===== src/hdl/fwadm_pkg.sv =====
// Shared types, constants and coefficient lookups for the X-drive mixer.
// No dependencies; imported by every module of the block.
`timescale 1ns / 1ps

package fwadm_pkg;

  localparam int ANGLE_BITS = 16;
  localparam int LEVEL_BITS = 8;
  localparam int WHEEL_CNT  = 4;

  // quarter-wave table: one entry per fraction step, both ends included
  localparam int FRAC_BITS = ANGLE_BITS - 2;
  localparam int TBL_DEPTH = (1 << FRAC_BITS) + 1;
  localparam int TBL_AW    = FRAC_BITS + 1;
  localparam int SINE_W    = 16;
  localparam logic [TBL_AW-1:0] TBL_LAST = TBL_AW'(1 << FRAC_BITS);
  localparam logic [TBL_AW-1:0] TBL_HALF = TBL_AW'(1 << (FRAC_BITS - 1));

  // polynomial datapath (Q30)
  localparam int MUL_W = 32;
  localparam int TH_W  = 30;
  localparam int ACC_W = 31;
  localparam int DIV_W = 6;
  localparam logic [MUL_W-1:0] HALF_PI_Q30 = 32'd1686629713;
  localparam logic [ACC_W-1:0] ONE_Q30     = 31'h4000_0000;

  // floor(2^32 / d) for the Horner divisors
  localparam logic [MUL_W-1:0] RCP_42 = 32'(64'h1_0000_0000 / 64'd42);
  localparam logic [MUL_W-1:0] RCP_20 = 32'(64'h1_0000_0000 / 64'd20);
  localparam logic [MUL_W-1:0] RCP_6  = 32'(64'h1_0000_0000 / 64'd6);
  localparam logic [MUL_W-1:0] RCP_56 = 32'(64'h1_0000_0000 / 64'd56);
  localparam logic [MUL_W-1:0] RCP_30 = 32'(64'h1_0000_0000 / 64'd30);
  localparam logic [MUL_W-1:0] RCP_12 = 32'(64'h1_0000_0000 / 64'd12);
  localparam logic [MUL_W-1:0] RCP_2  = 32'(64'h1_0000_0000 / 64'd2);

  // mixer product: |level| * |sine|, Q.15 result
  localparam int PROD_W    = LEVEL_BITS + 1 + SINE_W;
  localparam int Q15_SHIFT = 15;
  localparam int MAG_RAW_W = PROD_W - Q15_SHIFT;

  typedef struct packed {
    logic signed [LEVEL_BITS:0] drive_level;
    logic [ANGLE_BITS-1:0]      heading;
  } cmd_t;

  typedef struct packed {
    logic [LEVEL_BITS-1:0] mag_front_right;
    logic [LEVEL_BITS-1:0] mag_front_left;
    logic [LEVEL_BITS-1:0] mag_rear_left;
    logic [LEVEL_BITS-1:0] mag_rear_right;
    logic                  dir_front_right;
    logic                  dir_front_left;
    logic                  dir_rear_left;
    logic                  dir_rear_right;
  } mix_t;

  typedef struct packed {
    logic              en;
    logic [TBL_AW-1:0] addr;
    logic [SINE_W-1:0] data;
  } tbl_wr_t;

  typedef struct packed {
    logic [SINE_W-1:0] s;
    logic [SINE_W-1:0] c;
  } sc_t;

  // Horner divisor for a chain step; sine chain 42/20/6, cosine chain 56/30/12/2
  function automatic logic [DIV_W-1:0] step_div(input logic is_cos, input logic [1:0] step);
    logic [DIV_W-1:0] d;
    case ({is_cos, step})
      3'b000:  d = 6'd42;
      3'b001:  d = 6'd20;
      3'b010:  d = 6'd6;
      3'b100:  d = 6'd56;
      3'b101:  d = 6'd30;
      3'b110:  d = 6'd12;
      3'b111:  d = 6'd2;
      default: d = 6'd42;
    endcase
    return d;
  endfunction

  function automatic logic [MUL_W-1:0] step_rcp(input logic is_cos, input logic [1:0] step);
    logic [MUL_W-1:0] r;
    case ({is_cos, step})
      3'b000:  r = RCP_42;
      3'b001:  r = RCP_20;
      3'b010:  r = RCP_6;
      3'b100:  r = RCP_56;
      3'b101:  r = RCP_30;
      3'b110:  r = RCP_12;
      3'b111:  r = RCP_2;
      default: r = RCP_42;
    endcase
    return r;
  endfunction

endpackage


===== src/hdl/fwadm_wheel_mix.sv =====
// Wheel mixing stages: quadrant fold, level products, saturation and direction.
// Product register then output register, both held on stall. Uses fwadm_pkg.
`timescale 1ns / 1ps

module fwadm_wheel_mix import fwadm_pkg::*; (
  input  logic                   clk_i,
  input  logic                   adv_i,
  input  logic signed [LEVEL_BITS:0] level_i,
  input  logic [1:0]             quad_i,
  input  sc_t                    sc_i,
  input  logic [WHEEL_CNT-1:0]   rev_i,
  output mix_t                   mix_o
);

  localparam logic [1:0] QUAD_I   = 2'd0;
  localparam logic [1:0] QUAD_II  = 2'd1;
  localparam logic [1:0] QUAD_III = 2'd2;
  localparam logic [1:0] QUAD_IV  = 2'd3;

  localparam int WHEEL_FR = 0;
  localparam int WHEEL_FL = 1;
  localparam int WHEEL_RL = 2;
  localparam int WHEEL_RR = 3;

  localparam logic [MAG_RAW_W-1:0] MAG_MAX = MAG_RAW_W'((1 << LEVEL_BITS) - 1);

  logic [LEVEL_BITS:0] lvl_u, lvl_abs;
  logic                lvl_neg;
  logic [SINE_W-1:0]   smag, cmag;
  logic                sneg, cneg;
  logic [PROD_W-1:0]   ps_d, pc_d;
  logic [PROD_W-1:0]   ps_q, pc_q;
  logic                ns_q, nc_q;
  logic                nz_s, nz_c;
  logic [LEVEL_BITS-1:0] sat_s, sat_c;
  mix_t                mix_d, mix_q;

  function automatic logic [LEVEL_BITS-1:0] sat_mag(input logic [PROD_W-1:0] pr);
    logic [MAG_RAW_W-1:0] m;
    m = pr[PROD_W-1:Q15_SHIFT];
    return (m > MAG_MAX) ? MAG_MAX[LEVEL_BITS-1:0] : m[LEVEL_BITS-1:0];
  endfunction

  assign lvl_u   = level_i;
  assign lvl_neg = level_i[LEVEL_BITS];
  assign lvl_abs = lvl_neg ? (~lvl_u + 1'b1) : lvl_u;

  // (S, C) per quadrant: (s, c), (c, -s), (-s, -c), (-c, s)
  always_comb begin
    case (quad_i)
      QUAD_I: begin
        smag = sc_i.s; sneg = 1'b0;
        cmag = sc_i.c; cneg = 1'b0;
      end
      QUAD_II: begin
        smag = sc_i.c; sneg = 1'b0;
        cmag = sc_i.s; cneg = 1'b1;
      end
      QUAD_III: begin
        smag = sc_i.s; sneg = 1'b1;
        cmag = sc_i.c; cneg = 1'b1;
      end
      QUAD_IV: begin
        smag = sc_i.c; sneg = 1'b1;
        cmag = sc_i.s; cneg = 1'b0;
      end
      default: begin
        smag = sc_i.s; sneg = 1'b0;
        cmag = sc_i.c; cneg = 1'b0;
      end
    endcase
  end

  assign ps_d = PROD_W'(lvl_abs) * PROD_W'(smag);
  assign pc_d = PROD_W'(lvl_abs) * PROD_W'(cmag);

  always_ff @(posedge clk_i) begin
    if (adv_i) begin
      ps_q <= ps_d;
      pc_q <= pc_d;
      ns_q <= lvl_neg ^ sneg;
      nc_q <= lvl_neg ^ cneg;
    end
  end

  assign nz_s  = |ps_q[PROD_W-1:Q15_SHIFT];
  assign nz_c  = |pc_q[PROD_W-1:Q15_SHIFT];
  assign sat_s = sat_mag(ps_q);
  assign sat_c = sat_mag(pc_q);

  // wheels 1 and 2 take the negated product
  always_comb begin
    mix_d.mag_front_right = sat_s;
    mix_d.mag_front_left  = sat_c;
    mix_d.mag_rear_left   = sat_s;
    mix_d.mag_rear_right  = sat_c;
    mix_d.dir_front_right = nz_s && (ns_q == rev_i[WHEEL_FR]);
    mix_d.dir_front_left  = nz_c && (!nc_q == rev_i[WHEEL_FL]);
    mix_d.dir_rear_left   = nz_s && (!ns_q == rev_i[WHEEL_RL]);
    mix_d.dir_rear_right  = nz_c && (nc_q == rev_i[WHEEL_RR]);
  end

  always_ff @(posedge clk_i) begin
    if (adv_i) begin
      mix_q <= mix_d;
    end
  end

  assign mix_o = mix_q;

endmodule


===== config.mk =====
export PLATFORM = sky130hd
export DESIGN_NAME = fwadm_wheel_mix
export DESIGN_NICKNAME = d
export VERILOG_FILES = /design/src/hdl/fwadm_pkg.sv /design/src/hdl/fwadm_wheel_mix.sv
export SDC_FILE = /design/constraint.sdc
export NUM_CORES = 1
export LEC_CHECK = 0
export BUFFER_PORTS_ARGS = -buffer_cell sky130_fd_sc_hd__buf_2
export CORE_ASPECT_RATIO = 0.6
export CORE_MARGIN = 4
export CORE_UTILIZATION = 60
export CTS_BUF_LIST = sky130_fd_sc_hd__clkbuf_8
export DETAILED_ROUTE_END_ITERATION = 16
export PLACE_DENSITY = 0.9
export SLEW_MARGIN = 10
export SYNTH_ARGS = -nofsm -noshare
export SYNTH_HDL_FRONTEND = slang
export SYNTH_SLANG_ARGS = --single-unit
export TNS_END_PERCENT = 100

===== constraint.sdc =====
create_clock -name clk_i -period 6.6 [get_ports clk_i]
set_input_delay 0.33 -clock clk_i [delete_from_list [all_inputs] [get_ports clk_i]]
set_output_delay 0.33 -clock clk_i [all_outputs]
set_load 0.01 [all_outputs]

Word level (Yosys, flattened, before mapping)
Index checks and enable logic that the tools add are counted.
{"block": "classes", "add_sub_neg": 1, "mux": 5, "n_eq_ne": 7, "reduce_logical": 15, "multipliers": 2, "magnitude_cmp": 2, "n_bitwise": 3}
{"op": "$pmux 16 s2", "n": 2}
{"op": "$mul 9x16->25", "n": 2}
{"op": "$gt 10x8->1 const B", "n": 2}
{"op": "$reduce_or 10->1", "n": 2}
{"op": "$reduce_or 2->1", "n": 6}
{"op": "$add 9x1->9 const B", "n": 1}
{"op": "$mux 9", "n": 1}
{"op": "$not 9->9", "n": 1}
{"op": "$eq 1x1->1", "n": 4}
{"op": "$eq 2x2->1 const B", "n": 2}
{"op": "$logic_and 1x1->1", "n": 4}
{"op": "$pmux 1 s2", "n": 2}
{"op": "$eq 2x1->1 const B", "n": 1}
{"op": "$logic_not 1->1", "n": 2}
{"op": "$logic_not 2->1", "n": 1}
{"op": "$xor 1x1->1", "n": 2}
{"block": "totals", "wordCells": 45, "out_inout_bits": 36, "regBits": 72, "input_bits": 49}

Logic depth before layout (Yosys ltp)
{"block": "logic_depth", "depth_word": 4, "mapped_depth": 24, "mapped_depth_nobuf": 23}

Worst setup path after synthesis
No wires, ideal clock.
{"block": "synth_path", "kind": "input -> register", "from": "in quad_i[1]", "to": "reg ps_q[24], data pin", "path_buffers": 2, "t_required_ns": 6.340, "cell_stages": 21, "t_arrival_ns": 5.772, "path_slack_ns": 0.568, "setup_time_ns": 0.260, "path_cell_list": "inv_1 > ha_1 > nor2_1 > clkbuf_1 > buf_2 > mux2i_1 > nor2_1 > fa_1 > fa_1 > fa_1 > inv_1 > fa_1 > inv_1 > ha_1 > a211oi_1 > nor3_1 > nor4_1 > a21oi_2 > a311o_1 > a21oi_2 > xnor2_1"}
{"block": "synth_between", "elab_chain_cells": 4, "word_cells_on_any_way": 8, "classes_between": "1 x mul; 3 x eq/ne; 1 x mux; 3 x reduce/logical"}
{"item": "start, declared", "line": "fwadm_wheel_mix.sv:9", "source": "input logic [1:0] quad_i,"}
{"item": "$eq 2x2->1 (tied with other cells)", "line": "fwadm_wheel_mix.sv:50", "source": "case (quad_i)"}
{"item": "$reduce_or 2->1 (no source line)"}
{"item": "$pmux 16 s2 (*)", "line": "fwadm_wheel_mix.sv:50"}
{"item": "$mul 9x16->25 (*)", "line": "fwadm_wheel_mix.sv:74", "source": "assign ps_d = PROD_W'(lvl_abs) * PROD_W'(smag);"}
{"item": "net ps_d[24]", "line": "fwadm_wheel_mix.sv:31", "source": "logic [PROD_W-1:0] ps_d, pc_d;"}
{"item": "end signal, assigned", "line": "fwadm_wheel_mix.sv:79", "source": "ps_q <= ps_d;"}
{"item": "end, declared", "line": "fwadm_wheel_mix.sv:32", "source": "logic [PROD_W-1:0] ps_q, pc_q;"}
The timed path passes the listed nets; every way through them passes the cells marked *.
A chain may end at the register's enable or synchronous reset.

Worst setup path after layout
{"block": "layout_path", "from": "in quad_i[1]", "to": "reg pc_q[18], data pin"}
{"block": "layout_between", "elab_chain_cells": 4, "word_cells_on_any_way": 8, "classes_between": "1 x mul; 3 x eq/ne; 1 x mux; 3 x reduce/logical"}
{"item": "$eq 2x2->1 (tied with other cells)", "line": "fwadm_wheel_mix.sv:50"}
{"item": "$reduce_or 2->1 (no source line)"}
{"item": "$pmux 16 s2 (*)", "line": "fwadm_wheel_mix.sv:50"}
{"item": "$mul 9x16->25 (*)", "line": "fwadm_wheel_mix.sv:75", "source": "assign pc_d = PROD_W'(lvl_abs) * PROD_W'(cmag);"}
{"item": "net pc_d[18]", "line": "fwadm_wheel_mix.sv:31"}
{"item": "end signal, assigned", "line": "fwadm_wheel_mix.sv:80", "source": "pc_q <= pc_d;"}
{"item": "end, declared", "line": "fwadm_wheel_mix.sv:32"}
Marks and branches as above.

==> flow_summary.toml <==
[outcome]
status = "completed"

[logic_synthesis]
async_reset_ff_frac = 0
synth_cells = 1143
yosysSeqAreaShare = 0.121
synth_edf_count = 42
synth_seq_cells = 42
synth_area_leaders = "fa_1 38%, edfxtp_1 12%, ha_1 10%"
synth_area_um2 = 10400
synthFlopType = "edfxtp_1"
syn-num-nets = 1474
synth_area_leader_cell = "fa_1"
synth_top_cell_area_share = 0.376
synth.distinct_cells = 49
yosys_warnings = 0
avgSynthCellArea_um2 = 9.13

[place]
port_buffers = 84
gp_congestion = 0.916
post-dp-hpwl_mm = 20.1

[final_layout]
areaGrowthSynthToFinish_pct = 7.16
mostFrequentLayoutCell = "inv_1"
drive_gt1_frac = 0.126
most-common-layout-cells = "229 x inv_1, 196 x fa_1, 186 x nor2_1, 117 x nand2_1, 86 x ha_1"
n_fill_cell = 1329
multi_input_area_um2 = 8120
n_antenna_cell = 0
final_util = 0.654
nNetsFinal = 1532
regArea_um2 = 1260

[die]
core_um2 = 17100
die_w_um = 178
start_util = 0.611
die_area_um2 = 19600
die_h_um = 110
ios = 85
fp-row-count = 37

[pwr]
power_density_nw_per_um2 = 402
combPwrFrac = 0.836
ir_drop_v = 0.000365
p_sw_frac = 0.515
pwr-share-seq = 0.118
internal-power_mw = 2.18
p_sw_mw = 2.32
p_leak_nw = 5.71
p_clk_frac = 0.046

[setup_path]
setup.worst_path.end_class = "flip-flop"
worst_path_max_delay_cell = "mux2i_1"
crit_top_cell = "fa_1"
path_cells = "buf_2, inv_1, ha_1, nor2_4, buf_12, mux2i_1, nor2_1, fa_1, fa_1, fa_1, inv_1, fa_1, inv_1, ha_1, a21oi_1, o21ai_0, a21o_1, a221oi_4, o21bai_1, a21oi_1, xnor2_1"
cp-start-kind = "primary input"
critPathArrivalTime_ps = 5910
worstSetupPathType = "primary input to flip-flop"
worstPathRequired_ps = 6660
critPathMaxFanout = 62
max_stage_delay_ps = 690

[detailed_routing]
via_per_inst = 5.51
wirelength_mm = 23.8
drc_errors = 0
drtIter0Drc = 562
wl_per_cell_um = 16.6
vias = 7915
ant_nets = 0
firstDrtPassIters = 5

[cts]
tritoncts = "done"
post_cts_buffers = 0
cts.sinks = 42
cts_resized = 0
clockRootBuffer = "clkbuf_8"
cts_made_buffers = 5
clk_latency_ps = 310
htree_levels = 2
clkTransAtPathRegs_ps = 80
holdBufCountCts = 0
clock_path_buffers = 2

[timing]
finalCritPeriodShare = 0.887
setup-tns-final_ps = 0
setup_viol = 0
finalMaxSlewViolations = 0
period_minus_slack_ps = 5860
rsz0062_at_grt = "false"
max_freq_mhz = 171
tightestPinTransition_ps = 939
hold_viol = 0
relSlewSlack = 0.374
clock_skew_ps = 6.28

[grt]
grt_pass1_wl_mm = 39.5
antenna_found_initial = 0
grtUsageTotal = 0.256
grt_overflow = 0
grt_max_degree = 63
grt_pass1_vias = 8116

[flow_run]
maxCapViolations = 0

[min_path]
hold_class = "primary input to flip-flop"
-- power groups by stage --
stage | Clock (mW) | Combinational [mW] | Sequential, mW
5_1_grt | 0.224 | 4.32 | 0.538
4_1_cts | 0.208 | 3.74 | 0.530
2_1_floorplan | 0 | 2.84 | 0.532
6_report | 0.205 | 3.76 | 0.531
3_5_place_dp | 0 | 3.70 | 0.536
3_3_place_gp | 0 | 3.52 | 0.533
-- path summary, 6_finish.rpt --
| path | from | endpoint | slack [ps] | cells past startpoint |
|---|---|---|---|---|
| max | quad_i[1] | pc_q[18] | 740 | 21 |
| min | rev_i[0] | mix_o[3] | 350 | 3 |
| max reg2reg | ps_q[23] | mix_o[1] | 5180 | 3 |
| min reg2reg | pc_q[17] | mix_o[6] | 550 | 1 |
-- worst max-delay path, delay by kind of cell --
| kind | cells | cell delay, ps |
|---|---|---|
| compound gates | 6 | 1340 |
| xor+xnor | 1 | 90 |
| fa+ha+maj | 6 | 2590 |
| buf+inv | 5 | 550 |
| mux | 1 | 690 |
| simple gates | 2 | 290 |
-- synth_stat cells (all sizes together), types with 2 or more instances --
master,instances
a211oi,6
a21o,5
a21oi,20
and2,4
and3,2
buf,22
clkbuf,25
edfxtp,42
fa,196
ha,86
inv,228
mux2,31
mux2i,33
nand2,117
nand2b,13
nand3,9
nand4,3
nand4bb,2
nor2,187
nor2b,3
nor3,10
nor4,4
o211ai,2
o21a,5
o21ai,16
o31ai,6
or3,19
xnor2,17
xor2,16
-- per-stage QoR --
step           worst slack [ps]  total power, mW  std cells  cell area, um2  hold WS, ps
4_1_cts                     822             4.48       1436           11200          338
6_report                    744             4.49       1436           11200          348
2_1_floorplan               568             3.37       1143           10400          442
5_1_grt                     457             5.08       1436           11200          342
3_5_place_dp                514             4.24       1428           11100          524
3_3_place_gp                563             4.05       1428           11100          527
-- per-layer routing --
metal  GRT usage  up-vias  wire length (um)
li1            -     3632                 -
met1       0.358     3880             10300
met2       0.402      361             10500
met3      0.0760       42              2450
met4      0.0536        0               522
met5           0        -                 0
-- layout make-up --
cell class,count,share of cell area
tap,234,0.0262
sequential,42,0.113
multi-input combinational,826,0.726
clock inverter,3,0.00369
inverter,228,0.0766
clock buffer,5,0.00616
timing repair buffer,98,0.0481
-- flip-flops by register name (all words and copies together), names as in the netlist --
name / count
mix_o: 20
pc_q: 10
ns_q: 1
nc_q: 1
ps_q: 10
-- cells by family after synthesis --
| family | count (synthesis) | share of synthesized area |
|---|---|---|
| compound gates | 70 | 0.0479 |
| xor+xnor | 33 | 0.0277 |
| fa+ha+maj | 282 | 0.479 |
| buf+inv | 275 | 0.106 |
| flops | 42 | 0.121 |
| mux | 64 | 0.0651 |
| simple gates | 377 | 0.153 |
No activity file was read; power rests on OpenSTA's default activity.
