==> src/hdl/fwadm_pkg.sv <==
// Shared types, constants and coefficient lookups for the X-drive mixer.
// No dependencies; imported by every module of the block.
`timescale 1ns / 1ps

package fwadm_pkg;

  localparam int ANGLE_BITS = 16;
  localparam int LEVEL_BITS = 8;
  localparam int WHEEL_CNT  = 4;

  // quarter-wave table: one entry per fraction step, both ends included
  localparam int FRAC_BITS = ANGLE_BITS - 2;
  localparam int TBL_DEPTH = (1 << FRAC_BITS) + 1;
  localparam int TBL_AW    = FRAC_BITS + 1;
  localparam int SINE_W    = 16;
  localparam logic [TBL_AW-1:0] TBL_LAST = TBL_AW'(1 << FRAC_BITS);
  localparam logic [TBL_AW-1:0] TBL_HALF = TBL_AW'(1 << (FRAC_BITS - 1));

  // polynomial datapath (Q30)
  localparam int MUL_W = 32;
  localparam int TH_W  = 30;
  localparam int ACC_W = 31;
  localparam int DIV_W = 6;
  localparam logic [MUL_W-1:0] HALF_PI_Q30 = 32'd1686629713;
  localparam logic [ACC_W-1:0] ONE_Q30     = 31'h4000_0000;

  // floor(2^32 / d) for the Horner divisors
  localparam logic [MUL_W-1:0] RCP_42 = 32'(64'h1_0000_0000 / 64'd42);
  localparam logic [MUL_W-1:0] RCP_20 = 32'(64'h1_0000_0000 / 64'd20);
  localparam logic [MUL_W-1:0] RCP_6  = 32'(64'h1_0000_0000 / 64'd6);
  localparam logic [MUL_W-1:0] RCP_56 = 32'(64'h1_0000_0000 / 64'd56);
  localparam logic [MUL_W-1:0] RCP_30 = 32'(64'h1_0000_0000 / 64'd30);
  localparam logic [MUL_W-1:0] RCP_12 = 32'(64'h1_0000_0000 / 64'd12);
  localparam logic [MUL_W-1:0] RCP_2  = 32'(64'h1_0000_0000 / 64'd2);

  // mixer product: |level| * |sine|, Q.15 result
  localparam int PROD_W    = LEVEL_BITS + 1 + SINE_W;
  localparam int Q15_SHIFT = 15;
  localparam int MAG_RAW_W = PROD_W - Q15_SHIFT;

  typedef struct packed {
    logic signed [LEVEL_BITS:0] drive_level;
    logic [ANGLE_BITS-1:0]      heading;
  } cmd_t;

  typedef struct packed {
    logic [LEVEL_BITS-1:0] mag_front_right;
    logic [LEVEL_BITS-1:0] mag_front_left;
    logic [LEVEL_BITS-1:0] mag_rear_left;
    logic [LEVEL_BITS-1:0] mag_rear_right;
    logic                  dir_front_right;
    logic                  dir_front_left;
    logic                  dir_rear_left;
    logic                  dir_rear_right;
  } mix_t;

  typedef struct packed {
    logic              en;
    logic [TBL_AW-1:0] addr;
    logic [SINE_W-1:0] data;
  } tbl_wr_t;

  typedef struct packed {
    logic [SINE_W-1:0] s;
    logic [SINE_W-1:0] c;
  } sc_t;

  // Horner divisor for a chain step; sine chain 42/20/6, cosine chain 56/30/12/2
  function automatic logic [DIV_W-1:0] step_div(input logic is_cos, input logic [1:0] step);
    logic [DIV_W-1:0] d;
    case ({is_cos, step})
      3'b000:  d = 6'd42;
      3'b001:  d = 6'd20;
      3'b010:  d = 6'd6;
      3'b100:  d = 6'd56;
      3'b101:  d = 6'd30;
      3'b110:  d = 6'd12;
      3'b111:  d = 6'd2;
      default: d = 6'd42;
    endcase
    return d;
  endfunction

  function automatic logic [MUL_W-1:0] step_rcp(input logic is_cos, input logic [1:0] step);
    logic [MUL_W-1:0] r;
    case ({is_cos, step})
      3'b000:  r = RCP_42;
      3'b001:  r = RCP_20;
      3'b010:  r = RCP_6;
      3'b100:  r = RCP_56;
      3'b101:  r = RCP_30;
      3'b110:  r = RCP_12;
      3'b111:  r = RCP_2;
      default: r = RCP_42;
    endcase
    return r;
  endfunction

endpackage

==> src/hdl/fwadm_qsine_gen.sv <==
// Quarter-wave sine generator: fills the wave table once after reset.
// One shared 32x32 multiplier, Horner evaluation in Q30. Uses fwadm_pkg.
`timescale 1ns / 1ps

module fwadm_qsine_gen import fwadm_pkg::*; (
  input  logic    clk_i,
  input  logic    rst_ni,
  output tbl_wr_t wr_o,
  output logic    done_o
);

  localparam logic [3:0] GS_TH   = 4'd0;
  localparam logic [3:0] GS_SQ   = 4'd1;
  localparam logic [3:0] GS_T2   = 4'd2;
  localparam logic [3:0] GS_RM   = 4'd3;
  localparam logic [3:0] GS_QD   = 4'd4;
  localparam logic [3:0] GS_CORR = 4'd5;
  localparam logic [3:0] GS_X    = 4'd6;
  localparam logic [3:0] GS_V    = 4'd7;
  localparam logic [3:0] GS_WR   = 4'd8;
  localparam logic [3:0] GS_DONE = 4'd9;

  localparam logic [1:0] LAST_SIN_STEP = 2'd2;
  localparam logic [1:0] LAST_COS_STEP = 2'd3;
  localparam logic [31:0] RND_HALF     = 32'(1 << 14);
  localparam logic [16:0] Q15_ONE      = 17'(1 << 15);

  logic [3:0]        state_q, state_d;
  logic [TBL_AW-1:0] k_q, k_d;
  logic [1:0]        step_q, step_d;
  logic [TH_W-1:0]   th_q, th_d;
  logic [TH_W-1:0]   t2_q, t2_d;
  logic [TH_W-1:0]   x_q, x_d;
  logic [TH_W-1:0]   q0_q, q0_d;
  logic [ACC_W-1:0]  v_q, v_d;
  logic [63:0]       prod_q, prod_d;

  logic [MUL_W-1:0]  mul_a, mul_b;
  logic              is_cos;
  logic [TBL_AW-1:0] m_arg;
  logic [DIV_W-1:0]  div;
  logic [TH_W-1:0]   rem, quo;
  logic [ACC_W-1:0]  acc;
  logic [1:0]        last_step;
  logic [31:0]       rnd;
  logic [16:0]       r17;

  // beyond the half point the entry comes from the cosine series at the mirror
  assign is_cos    = k_q > TBL_HALF;
  assign m_arg     = is_cos ? (TBL_LAST - k_q) : k_q;
  assign div       = step_div(is_cos, step_q);
  assign last_step = is_cos ? LAST_COS_STEP : LAST_SIN_STEP;

  // reciprocal quotient is low by at most one: one compare fixes it
  assign rem = x_q - prod_q[TH_W-1:0];
  assign quo = q0_q + TH_W'(rem >= TH_W'(div));
  assign acc = ONE_Q30 - {1'b0, quo};

  assign rnd = {1'b0, v_q} + RND_HALF;
  assign r17 = rnd[31:15];

  assign prod_d = {32'd0, mul_a} * {32'd0, mul_b};

  always_comb begin
    state_d = state_q;
    k_d     = k_q;
    step_d  = step_q;
    th_d    = th_q;
    t2_d    = t2_q;
    x_d     = x_q;
    q0_d    = q0_q;
    v_d     = v_q;
    mul_a   = '0;
    mul_b   = '0;
    wr_o    = '0;
    case (state_q)
      GS_TH: begin
        mul_a   = MUL_W'(m_arg);
        mul_b   = HALF_PI_Q30;
        state_d = GS_SQ;
      end
      GS_SQ: begin
        th_d    = prod_q[FRAC_BITS +: TH_W];
        mul_a   = MUL_W'(th_d);
        mul_b   = MUL_W'(th_d);
        state_d = GS_T2;
      end
      GS_T2: begin
        t2_d    = prod_q[30 +: TH_W];
        x_d     = prod_q[30 +: TH_W];
        step_d  = '0;
        state_d = GS_RM;
      end
      GS_RM: begin
        mul_a   = MUL_W'(x_q);
        mul_b   = step_rcp(is_cos, step_q);
        state_d = GS_QD;
      end
      GS_QD: begin
        q0_d    = prod_q[32 +: TH_W];
        mul_a   = MUL_W'(q0_d);
        mul_b   = MUL_W'(div);
        state_d = GS_CORR;
      end
      GS_CORR: begin
        if (step_q == last_step) begin
          if (is_cos) begin
            v_d     = acc;
            state_d = GS_WR;
          end else begin
            mul_a   = MUL_W'(th_q);
            mul_b   = MUL_W'(acc);
            state_d = GS_V;
          end
        end else begin
          mul_a   = MUL_W'(t2_q);
          mul_b   = MUL_W'(acc);
          step_d  = step_q + 2'd1;
          state_d = GS_X;
        end
      end
      GS_X: begin
        x_d     = prod_q[30 +: TH_W];
        state_d = GS_RM;
      end
      GS_V: begin
        v_d     = prod_q[30 +: ACC_W];
        state_d = GS_WR;
      end
      GS_WR: begin
        wr_o.en   = 1'b1;
        wr_o.addr = k_q;
        wr_o.data = (r17 > Q15_ONE) ? Q15_ONE[SINE_W-1:0] : r17[SINE_W-1:0];
        if (k_q == TBL_LAST) begin
          state_d = GS_DONE;
        end else begin
          k_d     = k_q + 1'b1;
          state_d = GS_TH;
        end
      end
      GS_DONE: begin
        state_d = GS_DONE;
      end
      default: begin
        state_d = GS_TH;
      end
    endcase
  end

  assign done_o = (state_q == GS_DONE);

  always_ff @(posedge clk_i or negedge rst_ni) begin
    if (!rst_ni) begin
      state_q <= GS_TH;
      k_q     <= '0;
      step_q  <= '0;
    end else begin
      state_q <= state_d;
      k_q     <= k_d;
      step_q  <= step_d;
    end
  end

  always_ff @(posedge clk_i) begin
    th_q   <= th_d;
    t2_q   <= t2_d;
    x_q    <= x_d;
    q0_q   <= q0_d;
    v_q    <= v_d;
    prod_q <= prod_d;
  end

endmodule

==> config.mk <==
export PLATFORM = sky130hd
export DESIGN_NAME = fwadm_qsine_gen
export DESIGN_NICKNAME = d
export VERILOG_FILES = /design/src/hdl/fwadm_pkg.sv /design/src/hdl/fwadm_qsine_gen.sv
export SDC_FILE = /design/constraint.sdc
export NUM_CORES = 2
export LEC_CHECK = 0
export ABC_AREA = 1
export BUFFER_PORTS_ARGS = -buffer_cell sky130_fd_sc_hd__clkbuf_2
export CAP_MARGIN = 20
export CORE_MARGIN = 1.5
export CORE_UTILIZATION = 50
export DETAILED_ROUTE_END_ITERATION = 10
export PLACE_DENSITY = 0.76
export SYNTH_ARGS = -nofsm -noshare
export SYNTH_HDL_FRONTEND = slang
export SYNTH_SLANG_ARGS = --single-unit
==> constraint.sdc <==
create_clock -name clk_i -period 20.5 [get_ports clk_i]
set_input_delay 1.025 -clock clk_i [delete_from_list [all_inputs] [get_ports clk_i]]
set_output_delay 1.025 -clock clk_i [all_outputs]
set_load 0.01 [all_outputs]
# Word level (Yosys, flattened, before mapping)

Index checks and enable logic that the tools add are counted.

Memories kept: 0
RAM bits: 0
Bits in registers: 234
Output and inout bits: 33
Latch bits: 0
Memory bits (read-only): 0

Reduce and logical (&&, ||, !) cells: 7
Multiplexer cells: 21
Divide/modulo/power cells: 0
$add $sub $neg: 7
Magnitude comparators: 3
Bitwise logic cells: 1
$mul: 1
Shift operators: 0
Eq/ne operators: 20

Operator list:

| kind                                                                              | number |
|---|---|
| 32-bit one-hot mux with 5 select lines                                            | 2 |
| 32-bit one-hot mux with 6 select lines                                            | 1 |
| 32-bit two-way mux                                                                | 3 |
| 31-bit two-way mux                                                                | 3 |
| 32-bit by 32-bit multiplier with 62-bit output                                    | 1 |
| 31-bit one-hot mux with 2 select lines                                            | 1 |
| 4-bit one-hot mux with 9 select lines                                             | 1 |
| 6-bit one-hot mux with 6 select lines                                             | 1 |
| 31-bit by 15-bit adder with 32-bit output, second input constant                  | 1 |
| 31-bit by 30-bit subtractor with 31-bit output, first input constant              | 1 |
| 30-bit by 1-bit adder with 30-bit output                                          | 1 |
| 30-bit by 6-bit greater-or-equal comparator with 1-bit output                     | 1 |
| 30-bit two-way mux                                                                | 1 |
| 30-bit subtractor                                                                 | 1 |
| 17-bit by 16-bit greater-than comparator with 1-bit output, second input constant | 1 |
| 4-bit by 3-bit equality test with 1-bit output, second input constant             | 4 |
| 16-bit two-way mux                                                                | 1 |
| 15-bit by 1-bit adder with 15-bit output, second input constant                   | 1 |
| 15-bit equality test, second input constant                                       | 1 |
| 15-bit by 14-bit greater-than comparator with 1-bit output, second input constant | 1 |
| 15-bit two-way mux                                                                | 1 |
| 15-bit subtractor, first input constant                                           | 1 |
| 3-bit equality test, second input constant                                        | 4 |
| 4-bit two-way mux                                                                 | 3 |
| other kinds (17)                                                                  | 23 |

# Longest topological paths before layout

Word-level depth: 10
Gate-level depth with buffers: 69
Depth with buffers taken out: 67

# Least setup slack after synthesis

Ideal clock, no wire load.

Path kind: register -> register
Start: reg k_q[0]
End: reg prod_q[58]
Setup time: 72 ps
Path buffers: 2
Arrival: 10,536 ps
Stages on the path, launching flop included: 63
Required time: 20,428 ps
Setup slack: 9,893 ps
Cells stage by stage: dfrtp_1 -> inv_1 -> ha_1 -> nand3_1 -> nor2_2 -> nand2_2 -> nand2_2 -> buf_6 -> o21ai_1 -> nand3_2 -> nand2_1 -> or2_2 -> inv_1 -> ha_1 -> nand2_1 -> inv_1 -> o21ai_0 -> o211ai_1 -> (+27 left out) -> fa_1 -> fa_1 -> fa_1 -> inv_1 -> fa_1 -> inv_1 -> ha_1 -> nand2_1 -> nor2_1 -> inv_1 -> nor2_1 -> inv_1 -> nor3_1 -> nand3_1 -> nand3_1 -> nand4_1 -> nand2_1 -> xor2_1

Longest elaborated chain between the ends: 10
Elaborated cells between the ends (all ways): 23
Those cells by class: 3 x add/sub; 1 x mul; 2 x order compare; 7 x eq/ne; 10 x mux

Ends and longest elaborated chain:

| element                                                       | RTL line                         | RTL |
|---|---|---|
| start: declaration                                            | fwadm_qsine_gen.sv:29            | `logic [TBL_AW-1:0] k_q, k_d;` |
| start signal: assignment                                      | fwadm_qsine_gen.sv:159           | `k_q <= k_d;` |
| 15-bit by 14-bit greater-than comparator with 1-bit output    | fwadm_qsine_gen.sv:49            | `assign is_cos = k_q > TBL_HALF;` |
| 3-bit equality test, or another cell as far along             | fwadm_pkg.sv:71, fwadm_pkg.sv:86 |  |
| 6-bit one-hot mux with 6 select lines                         | fwadm_pkg.sv:71                  | `case ({is_cos, step})` |
| 30-bit by 6-bit greater-or-equal comparator with 1-bit output | fwadm_qsine_gen.sv:56            | `assign quo = q0_q + TH_W'(rem >= TH_W'(div));` |
| 30-bit by 1-bit adder with 30-bit output                      | fwadm_qsine_gen.sv:56            |  |
| 31-bit by 30-bit subtractor with 31-bit output                | fwadm_qsine_gen.sv:57            | `assign acc = ONE_Q30 - {1'b0, quo};` |
| 31-bit two-way mux                                            | fwadm_qsine_gen.sv:107           | `if (is_cos) begin` |
| 32-bit two-way mux                                            | fwadm_qsine_gen.sv:106           | `if (step_q == last_step) begin` |
| 32-bit one-hot mux with 5 select lines                        | fwadm_qsine_gen.sv:76            | `case (state_q)` |
| 32-bit by 32-bit multiplier with 62-bit output *              | fwadm_qsine_gen.sv:62            | `assign prod_d = {32'd0, mul_a} * {32'd0, mul_b};` |
| via prod_d[58]                                                | fwadm_qsine_gen.sv:36            | `logic [63:0] prod_q, prod_d;` |
| end signal: assignment                                        | fwadm_qsine_gen.sv:170           | `prod_q <= prod_d;` |
| end: declaration                                              | fwadm_qsine_gen.sv:36            |  |

Mark *: on every way through the listed nets, which the timed path passes. The rest lies on a longest branch.
A chain may end at the register's enable or synchronous reset.

# Worst setup path in the final report

Same ends and word-level chain as after synthesis.

==> results.md <==
- Starting Density: 0.505
- Seq/Total Area, Yosys: 0.129
- RSZ-0062 raised after global routing: no
- DR pass1 iterations: 6
- I/O pin count: 35
- CP required: 20,990 ps
- Most frequent CP cell: inv_1
- DIE WIDTH: 305 µm
- Num rows: 110
- Syn avg cell area: 7.92 µm²
- Vias per cell: 5.68
- Clk sink count: 220
- Post-Route WL: 159,000 µm
- Max cap viols: 0
- GPL Wtd Cong: 1.08
- Total number of vias: 39.2k
- Status: finished, final reports clean
- Worst relative slew slack: 0.157
- Top-count cell post-synth: inv_1
- Top cells by area, synth: fa_1, inv_1, nand2_1
- CTS tree: done
- Cells after synthesis: 5,747
- PwrDens: 18.5 mW/mm²
- CTS Buf Count: 24
- Critical path launch point type: flop
- CP Max Fanout: 22
- Largest net degree at the start of global routing: 56
- Count of input and output buffers: 34
- #FFs+latches synth: 220
- Pleak: 25.1 nW
- Antenna violations before repair: 4
- Grt total ovfl: 0
- Number of synthesized flops with an enable pin: 137
- Util after Layout: 0.527
- Postcts setup bufs: 0
- CTS Buffer Depth: 3
- Chip Height: 305 µm
- Hold crit path type: flop to flop
- Skew-Pair Late Insertion Delay: 550 ps
- Final setup TNS: 0 ps
- Syn Nets: 6,891
- Slowest Stage Delay on Critical Path: 790 ps
- Peak supply drop: 0.0448 mV
- Worst Path Arrival: 14,320 ps
- First-pass GRT wire length: 240,000 µm
- Top_reg_cell synth: edfxtp_1
- P&R area growth vs syn: 4.33%
- Fmax achieved: 72.3 MHz
- Yosys top cell area share: 0.368
- CP endpoint kind: flop
- Worst Clk Skew: 36.8 ps
- Fin. Hold Viols: 0
- Count of cell types in the netlist: 53
- Minimum clock period: 13,830 ps
- Die Area: 0.0929 mm²
- Net count, final: 6,842
- Synth Cell Area: 0.0455 mm²
- H-tree depth: 1
- Worst slew pin tran: 1260 ps
- Slew Limit Fails: 0
- Crit share post-route: 0.675
- HPWL after DPL: 126,000 µm
- Setup violators final: 0
- Worst r2r path cells: 59
- Total GRT Usage: 0.344
- Wire per inst: 23.0 µm
- # resized after CTS: 0
- Yosys top cell by area: fa_1
- Fill cells: 8,419
- Hold_buf cts: 0
- Starting DRT DRC Count: 4,322
- Yosys warning count: 0
- Clk slew on worst S/H paths: 60 ps
- Total core area: 0.0901 mm²
- Ys async rst share: 0.0955
- DR DRC count: 0
- Top cells by count, synth: inv_1, nand2_1, fa_1
- Final ANT Viol Nets: 0
- WHS Path Cells: 0
- Vias in the first global route: 40.1k
- Root buf cell: clkbuf_16
- Share of cells above drive strength 1: 0.0488
- CP max-delay cell: nor2_2
- WS Path Type: flop to flop
state kept, by name (all words and copies together) (netlist names):
register and flops:
state_q 4, t2_q 30, x_q 30, step_q 2, k_q 15, th_q 30
q0_q 30, prod_q 62, v_q 17
path summary, 6_finish.rpt:
kind,startpoint,endpoint,slack (ps)
max,k_q[0],prod_q[58],6670
min,prod_q[20],th_q[6],430
max reg2reg,k_q[0],prod_q[58],6670
min reg2reg,prod_q[20],th_q[6],430
max in group asynchronous,rst_ni,k_q[10],19640
min in group asynchronous,rst_ni,k_q[2],460
metal layers:
layer	up-vias	wire [µm]	GRT usage
met3	501	19100	0.0781
li1	17000	-	-
met1	19200	59500	0.451
met5	-	0	0
met2	2445	69600	0.534
met4	0	10300	0.182
layout make-up:
cell class	instances	area [µm²]	share of cell area
clock inverters	8	51.3	0.00108
repair buffers	104	731	0.0154
multi-input cells	3957	33500	0.705
flip-flops and latches	220	5880	0.124
inverters	1391	5220	0.110
well taps	1176	1470	0.0310
diodes	4	10.0	0.000211
clock buffers	34	658	0.0139
worst max-delay path, delay by kind of cell (launching register included):
kind	cells	cell delay, ps
compound gates	3	390
xor+xnor	2	250
fa+ha+maj	14	5310
buf+inv	10	1510
flops	1	400
simple gates	30	5830
where the power goes:
group	internal (mW)	leakage (nW)	switching, mW
Sequential	0.465	2.09	0
Combinational	0.0000653	22.7	0.000874
Clock	0.223	0.345	0.188
cell families (layout without fill, tap and decap cells):
family,count (synthesis),in the layout,synth area share
AND/OR/NAND/NOR,2277,2277,0.207
buffers and inverters,1570,1537,0.137
adder cells (fa/ha/maj),1142,1142,0.452
AO/OA/AOI/OAI,430,430,0.0537
flip-flops,220,220,0.129
XOR/XNOR,108,108,0.0208
other,0,4,0
cell usage in the layout (no fill, tap or decap), types with 5 or more instances in the layout:
cell and count:
clkinv_1 5, o211ai_1 12, nand2_4 7, ha_1 305, clkbuf_2 34, o21ai_2 5
nor2_2 31, xnor2_1 28, nand3_2 14, nand2_1 1334, o21ai_1 5, and3_1 6
dfxtp_1 62, nand4_1 43, inv_1 1362, o21ai_0 87, nor3_1 28, nor2_1 567
clkbuf_1 8, dfrtp_1 21, fa_1 837, nor4_1 6, edfxtp_1 137, clkbuf_16 24
a21o_1 14, o21bai_1 17, nand2_2 26, xor2_1 80, or2_2 5, a21oi_1 228
nand3b_1 16, nand3_1 169, inv_2 26, nor2_4 12, a221oi_1 15, buf_4 67
a31oi_1 24
stage by stage:
| stage | std cells | area, µm² | hold WS [ps] | total power, mW | worst slack, ps |
|---|---|---|---|---|---|
| 2_1_floorplan | 5747 | 45500 | 408 | 0.475 | 9890 |
| 6_report | 6894 | 47500 | 434 | 0.877 | 6670 |
| 3_5_place_dp | 6846 | 46700 | 418 | 0.476 | 7000 |
| 5_1_grt | 6890 | 47500 | 439 | 0.891 | 5850 |
| 4_1_cts | 6888 | 47400 | 433 | 0.876 | 6960 |
| 3_3_place_gp | 6845 | 46700 | 415 | 0.476 | 7140 |
Power figures use the tool's default switching activity.
